===== src/hdl/kpp_pkg.sv =====
// Package: shared types, register indexes and constants of the position predictor.
`timescale 1ns / 1ps
`default_nettype none
package kpp_pkg;

  localparam int FRAC = 24;

  typedef enum logic [2:0] {
    REG_STEP_TIME = 3'd0,
    REG_GRAV_X    = 3'd1,
    REG_GRAV_Y    = 3'd2,
    REG_GRAV_Z    = 3'd3,
    REG_Q_POS     = 3'd4,
    REG_Q_VEL     = 3'd5
  } reg_idx_t;

  typedef enum logic [3:0] {
    ST_CLEAR,
    ST_IDLE,
    ST_DT2,
    ST_ROT,
    ST_GRAV,
    ST_POS_V,
    ST_POS_A,
    ST_VEL,
    ST_COV_T,
    ST_COV_P,
    ST_COV_Q,
    ST_LOAD,
    ST_EMIT
  } state_t;

  // Request to the shared multiply unit: floor(a*b / 2^shift), saturated.
  typedef struct packed {
    logic               start;
    logic signed [63:0] op_a;
    logic signed [63:0] op_b;
    logic [4:0]         shift;
  } mul_req_t;

  typedef struct packed {
    logic               done;
    logic signed [63:0] prod;
  } mul_rsp_t;

  // Saturating signed 64 bit add.
  function automatic logic signed [63:0] sat_add(input logic signed [63:0] a,
                                                 input logic signed [63:0] b);
    logic signed [64:0] s;
    s = {a[63], a} + {b[63], b};
    if (s[64] != s[63]) begin
      sat_add = s[64] ? {1'b1, 63'd0} : {1'b0, {63{1'b1}}};
    end else begin
      sat_add = s[63:0];
    end
  endfunction

endpackage
`default_nettype wire


===== src/hdl/kpp_mul_unit.sv =====
// Shared multiplier: 64x64 signed product from 32x32 partial products, shift, saturate.
`timescale 1ns / 1ps
`default_nettype none
module kpp_mul_unit
  import kpp_pkg::*;
(
  input  wire logic     clk,
  input  wire logic     rst_n,
  input  wire mul_req_t req,
  output mul_rsp_t      rsp
);

  logic [63:0]  ua_r, ub_r;
  logic         neg_r;
  logic [4:0]   shift_r;
  logic [1:0]   pp_cnt_r, pp_cnt_nxt;
  logic         busy_r, busy_nxt;
  logic         fin_r, fin_nxt;
  logic [127:0] acc_r, acc_nxt;
  logic [63:0]  pp_r;
  logic [6:0]   pp_pos_r;
  logic         pp_vld_r;
  logic [31:0]  sel_a, sel_b;
  logic         done_r;
  logic signed [63:0] prod_r, prod_nxt;

  logic [127:0] shifted;
  logic         rem;
  logic [127:0] mag_q;
  logic [63:0]  mag_a, mag_b;

  assign mag_a = req.op_a[63] ? 64'(-req.op_a) : req.op_a;
  assign mag_b = req.op_b[63] ? 64'(-req.op_b) : req.op_b;

  // Select one 32x32 partial product per cycle
  always_comb begin
    sel_a = pp_cnt_r[1] ? ua_r[63:32] : ua_r[31:0];
    sel_b = pp_cnt_r[0] ? ub_r[63:32] : ub_r[31:0];
  end

  always_comb begin
    busy_nxt   = busy_r;
    pp_cnt_nxt = pp_cnt_r;
    fin_nxt    = 1'b0;
    acc_nxt    = acc_r;
    if (pp_vld_r) begin
      acc_nxt = acc_r + ({64'd0, pp_r} << pp_pos_r);
    end
    if (req.start) begin
      busy_nxt   = 1'b1;
      pp_cnt_nxt = 2'd0;
      acc_nxt    = '0;
    end else if (busy_r) begin
      pp_cnt_nxt = pp_cnt_r + 2'd1;
      if (pp_cnt_r == 2'd3) begin
        busy_nxt = 1'b0;
      end
    end
    if (pp_vld_r && !busy_r) begin
      fin_nxt = 1'b1;
    end
  end

  // Shift by fraction bits, round toward minus infinity, saturate
  always_comb begin
    shifted  = acc_r >> shift_r;
    rem      = (acc_r & ((128'd1 << shift_r) - 128'd1)) != 128'd0;
    mag_q    = shifted + {127'd0, neg_r & rem};
    if (!neg_r) begin
      prod_nxt = (mag_q[127:63] != '0) ? {1'b0, {63{1'b1}}} : mag_q[63:0];
    end else if (mag_q[127:64] != '0 || mag_q[63:0] > {1'b1, 63'd0}) begin
      prod_nxt = {1'b1, 63'd0};
    end else begin
      prod_nxt = 64'(-mag_q[63:0]);
    end
  end

  always_ff @(posedge clk) begin
    if (!rst_n) begin
      busy_r   <= 1'b0;
      pp_cnt_r <= 2'd0;
      pp_vld_r <= 1'b0;
      fin_r    <= 1'b0;
      done_r   <= 1'b0;
    end else begin
      busy_r   <= busy_nxt;
      pp_cnt_r <= pp_cnt_nxt;
      pp_vld_r <= busy_r;
      fin_r    <= fin_nxt;
      done_r   <= fin_r;
    end
  end

  always_ff @(posedge clk) begin
    if (req.start) begin
      ua_r    <= mag_a;
      ub_r    <= mag_b;
      neg_r   <= req.op_a[63] ^ req.op_b[63];
      shift_r <= req.shift;
    end
    pp_r     <= sel_a * sel_b;
    pp_pos_r <= {pp_cnt_r[1], 5'd0} + {pp_cnt_r[0], 5'd0};
    acc_r    <= acc_nxt;
    if (fin_r) begin
      prod_r <= prod_nxt;
    end
  end

  assign rsp.done = done_r;
  assign rsp.prod = prod_r;

endmodule
`default_nettype wire


===== config.mk =====
export PLATFORM = sky130hd
export DESIGN_NAME = kpp_mul_unit
export DESIGN_NICKNAME = d
export VERILOG_FILES = /design/src/hdl/kpp_pkg.sv /design/src/hdl/kpp_mul_unit.sv
export SDC_FILE = /design/constraint.sdc
export NUM_CORES = 2
export LEC_CHECK = 0
export BUFFER_PORTS_ARGS = -buffer_cell sky130_fd_sc_hd__buf_2
export CAP_MARGIN = 0
export CELL_PAD_IN_SITES_DETAIL_PLACEMENT = 1
export CELL_PAD_IN_SITES_GLOBAL_PLACEMENT = 1
export CORE_MARGIN = 8
export CORE_UTILIZATION = 45
export CTS_BUF_LIST = sky130_fd_sc_hd__clkbuf_8
export DETAILED_ROUTE_END_ITERATION = 16
export PLACE_DENSITY = 0.8
export REMOVE_ABC_BUFFERS = 1
export SLEW_MARGIN = 20
export SYNTH_ARGS = -nofsm -noshare
export SYNTH_HDL_FRONTEND = slang
export SYNTH_SLANG_ARGS = --single-unit

===== constraint.sdc =====
create_clock -name clk -period 11.7 [get_ports clk]
set_clock_uncertainty 0.1 [all_clocks]
set_input_delay 3.51 -clock clk [delete_from_list [all_inputs] [get_ports clk]]
set_output_delay 3.51 -clock clk [all_outputs]
set_load 0.1 [all_outputs]

==> metrics.cfg <==
[run_status]
status=finished clean

[floorplanning]
dieWidth_microns=432
fp.dieH_microns=432
die_area_sq_mm=0.187
placementRows=152
io-pin-count=201
core_sq_mm=0.172
start_util=0.453

[synth]
ys.flop_type=dfxtp_1
synth_area_sq_mm=0.0778
async_flop_share=0
yosysWarnings=0
synth_xor_area_frac=0.0445
ys_seq_area_frac=0.128
synth_area_leaders=fa_1, edfxtp_1, ha_1, nand2_1, inv_1
synthCells=9227
synth_compound_area_frac=0.138
synth_seq_cells=398
synth_edf_count=198
synth_top_family_by_area=adder cells
yosysTopAreaCell=fa_1
yosys.area_share.simple=0.183
synthAdderAreaFrac=0.295
syn_area_per_cell_sq_um=8.43
ys_types=110
synth_top_area_frac=0.231
synthMuxAreaShare=0.122

[cts]
insertion_delay_ps=830
cts_buffers=75
cts_resized=0
cts-root-buf=clkbuf_8
post_cts_buffers=0
cts_sinks=398
ctsHoldBuffers=0
cts_tree=built
clk_transition_reported_paths_ps=60
clockBufferDepth=3
ctsHtreeMaxLevel=3

[cells_and_area]
drive_above_1_share=0.0970
area_growth_syn_to_layout_pct=5.01
nets=10500

[setup_path]
cp_slowest_cell=mux2_2
path_buf_inv=5
cp.required_ps=12320
cpMostUsedCell=fa_1
critPathMaxStageDelay_ps=1000
crit_type=register to register
cpLargestDelayFamily=adder cells
critPathLaunchType=register
critPathArrivalTime_ps=11110
worstSetupEndpointType=register
worstPathMaxFanout=48

[timing]
fmax_mhz=95.3
max_slew_margin=0.172
tightest_slew_ps=1210
rsz0062_at_grt=no
fin_crit_sh=0.897
setup_ws_ps=1200
hold_violations=0
finalMaxSlewViolations=0
fin_crit_ps=10500
setup_viol=0

[grt]
grt_pass1_vias=76400
grt_pass1_wl_mm=484
grt_start_max_net_pins=168
grt_usage=0.340
antenna_found_initial=5
gr-total-overflow=0

[worst_hold_path]
hold_path_class=register to register

[detailed_routing]
drt-pass1-iter-count=5
via_per_inst=6.28
drt_iter0_markers=5699
avgRoutedWirePerCell_microns=28.6
routed_wl_mm=326
ant_nets=0
drc=0
vias=71600

[placed_design]
hpwl_mm=259
place_congestion=1.03
port_buffers=200
dp_slack_ps=1300

[job]
drv_cap=0

per-stage QoR:
stage / cell area, sq um / utilization / instances / setup TNS, ps / hold slack, ps
floorplan: 75000 / - / 8605 / -488090 / 384
global placement: 80100 / 0.466 / 11300 / 0 / 418
detailed placement: 80100 / 0.467 / 11300 / 0 / 450
CTS: 81700 / 0.476 / 11400 / 0 / 459
global route: 81700 / 0.476 / 11400 / 0 / 479
finish: 81700 / 0.476 / 11400 / 0 / 462
final timing paths:
check | startpoint | depth (start not counted) | endpoint | slack, ps
setup / recovery | pp_cnt_r[1] | 31 | pp_r[62] | 1200
hold / removal | acc_r[1] | 2 | acc_r[1] | 460
setup reg to reg | pp_cnt_r[1] | 31 | pp_r[62] | 1200
hold reg to reg | acc_r[1] | 2 | acc_r[1] | 460
placed cells by master, fill, tap and decap left out, types with 45 or more instances in the layout:
cell,n
o21bai_1,53
inv_1,1125
mux4_2,156
o211ai_1,75
o22ai_1,93
ha_1,399
and2_1,115
nand2_1,1313
xor2_1,85
nand4_1,115
o21ai_0,350
buf_4,130
nor2_1,616
a21o_1,171
a21oi_1,352
fa_1,897
nor4_1,71
o31ai_1,59
or4_1,52
xnor2_1,306
nor3_1,92
nand2b_1,86
dfxtp_1,194
nand3_1,189
edfxtp_1,198
buf_2,199
nor2b_1,127
mux2_2,173
or3_1,54
mux2i_1,394
and3_1,45
clkbuf_8,82
routing by layer:
metal	vias up	global-route usage	routed length, microns
li1	30900	-	-
met1	36200	0.396	120000
met2	3416	0.564	151000
met3	1103	0.0580	24000
met4	6	0.249	30400
met5	-	0	42
logic make-up after synthesis:
family,after synthesis
compound gates,1633
fa+ha+maj,1296
xor+xnor,393
flops,398
mux,734
buf+inv,1734
simple gates,3039
flip-flops by register name (all words and copies together) (netlist names), 2 cells and up:
register / flops
shift_r: 5
pp_r: 64
pp_pos_r: 2
prod_r: 64
acc_r: 128
ub_r: 64
pp_cnt_r: 2
ua_r: 64
Yosys cell counts (59+ instances only):
master    number
o31ai_1       59
nand2_1     1313
dfxtp_1      200
nor2_1       619
buf_2         80
a21oi_1      352
mux2i_1      404
a21o_1       171
nand2b_1      86
edfxtp_1     198
inv_1       1110
o211ai_1      75
nor2b_1      130
o21ai_0      350
xor2_1        85
buf_1         62
o22ai_1       93
nand4_1      115
xnor2_1      307
fa_1         897
nor3_1        92
mux2_2       173
nor4_1        72
nand3_1      189
ha_1         399
and2_1       115
clkbuf_1     415
mux4_2       156
worst register-to-register path: cells and delay by family (launching register included):
family | cells | cell delay [ps]
AOI/OAI and AO/OA | 9 | 2300
xor gates and xnor gates | 1 | 130
adders and majority gates | 9 | 4480
buffers and inverters | 5 | 280
DFF | 1 | 780
muxes | 1 | 1030
and+or+nand+nor | 6 | 1260
area by class of cell:
| class | count | area [sq um] |
|---|---|---|
| well taps | 2310 | 2890 |
| diodes | 5 | 12.5 |
| clock buffers | 82 | 1130 |
| clock inverters | 54 | 427 |
| inverters | 1112 | 4180 |
| fillers | 20300 | 90000 |
| flip-flops and latches | 398 | 9960 |
| repair buffers | 337 | 2130 |
| multi-input cells | 7095 | 61000 |
Power is not shown: default switching activity piles up to over one toggle a cycle in this logic, so the estimate is an artifact.
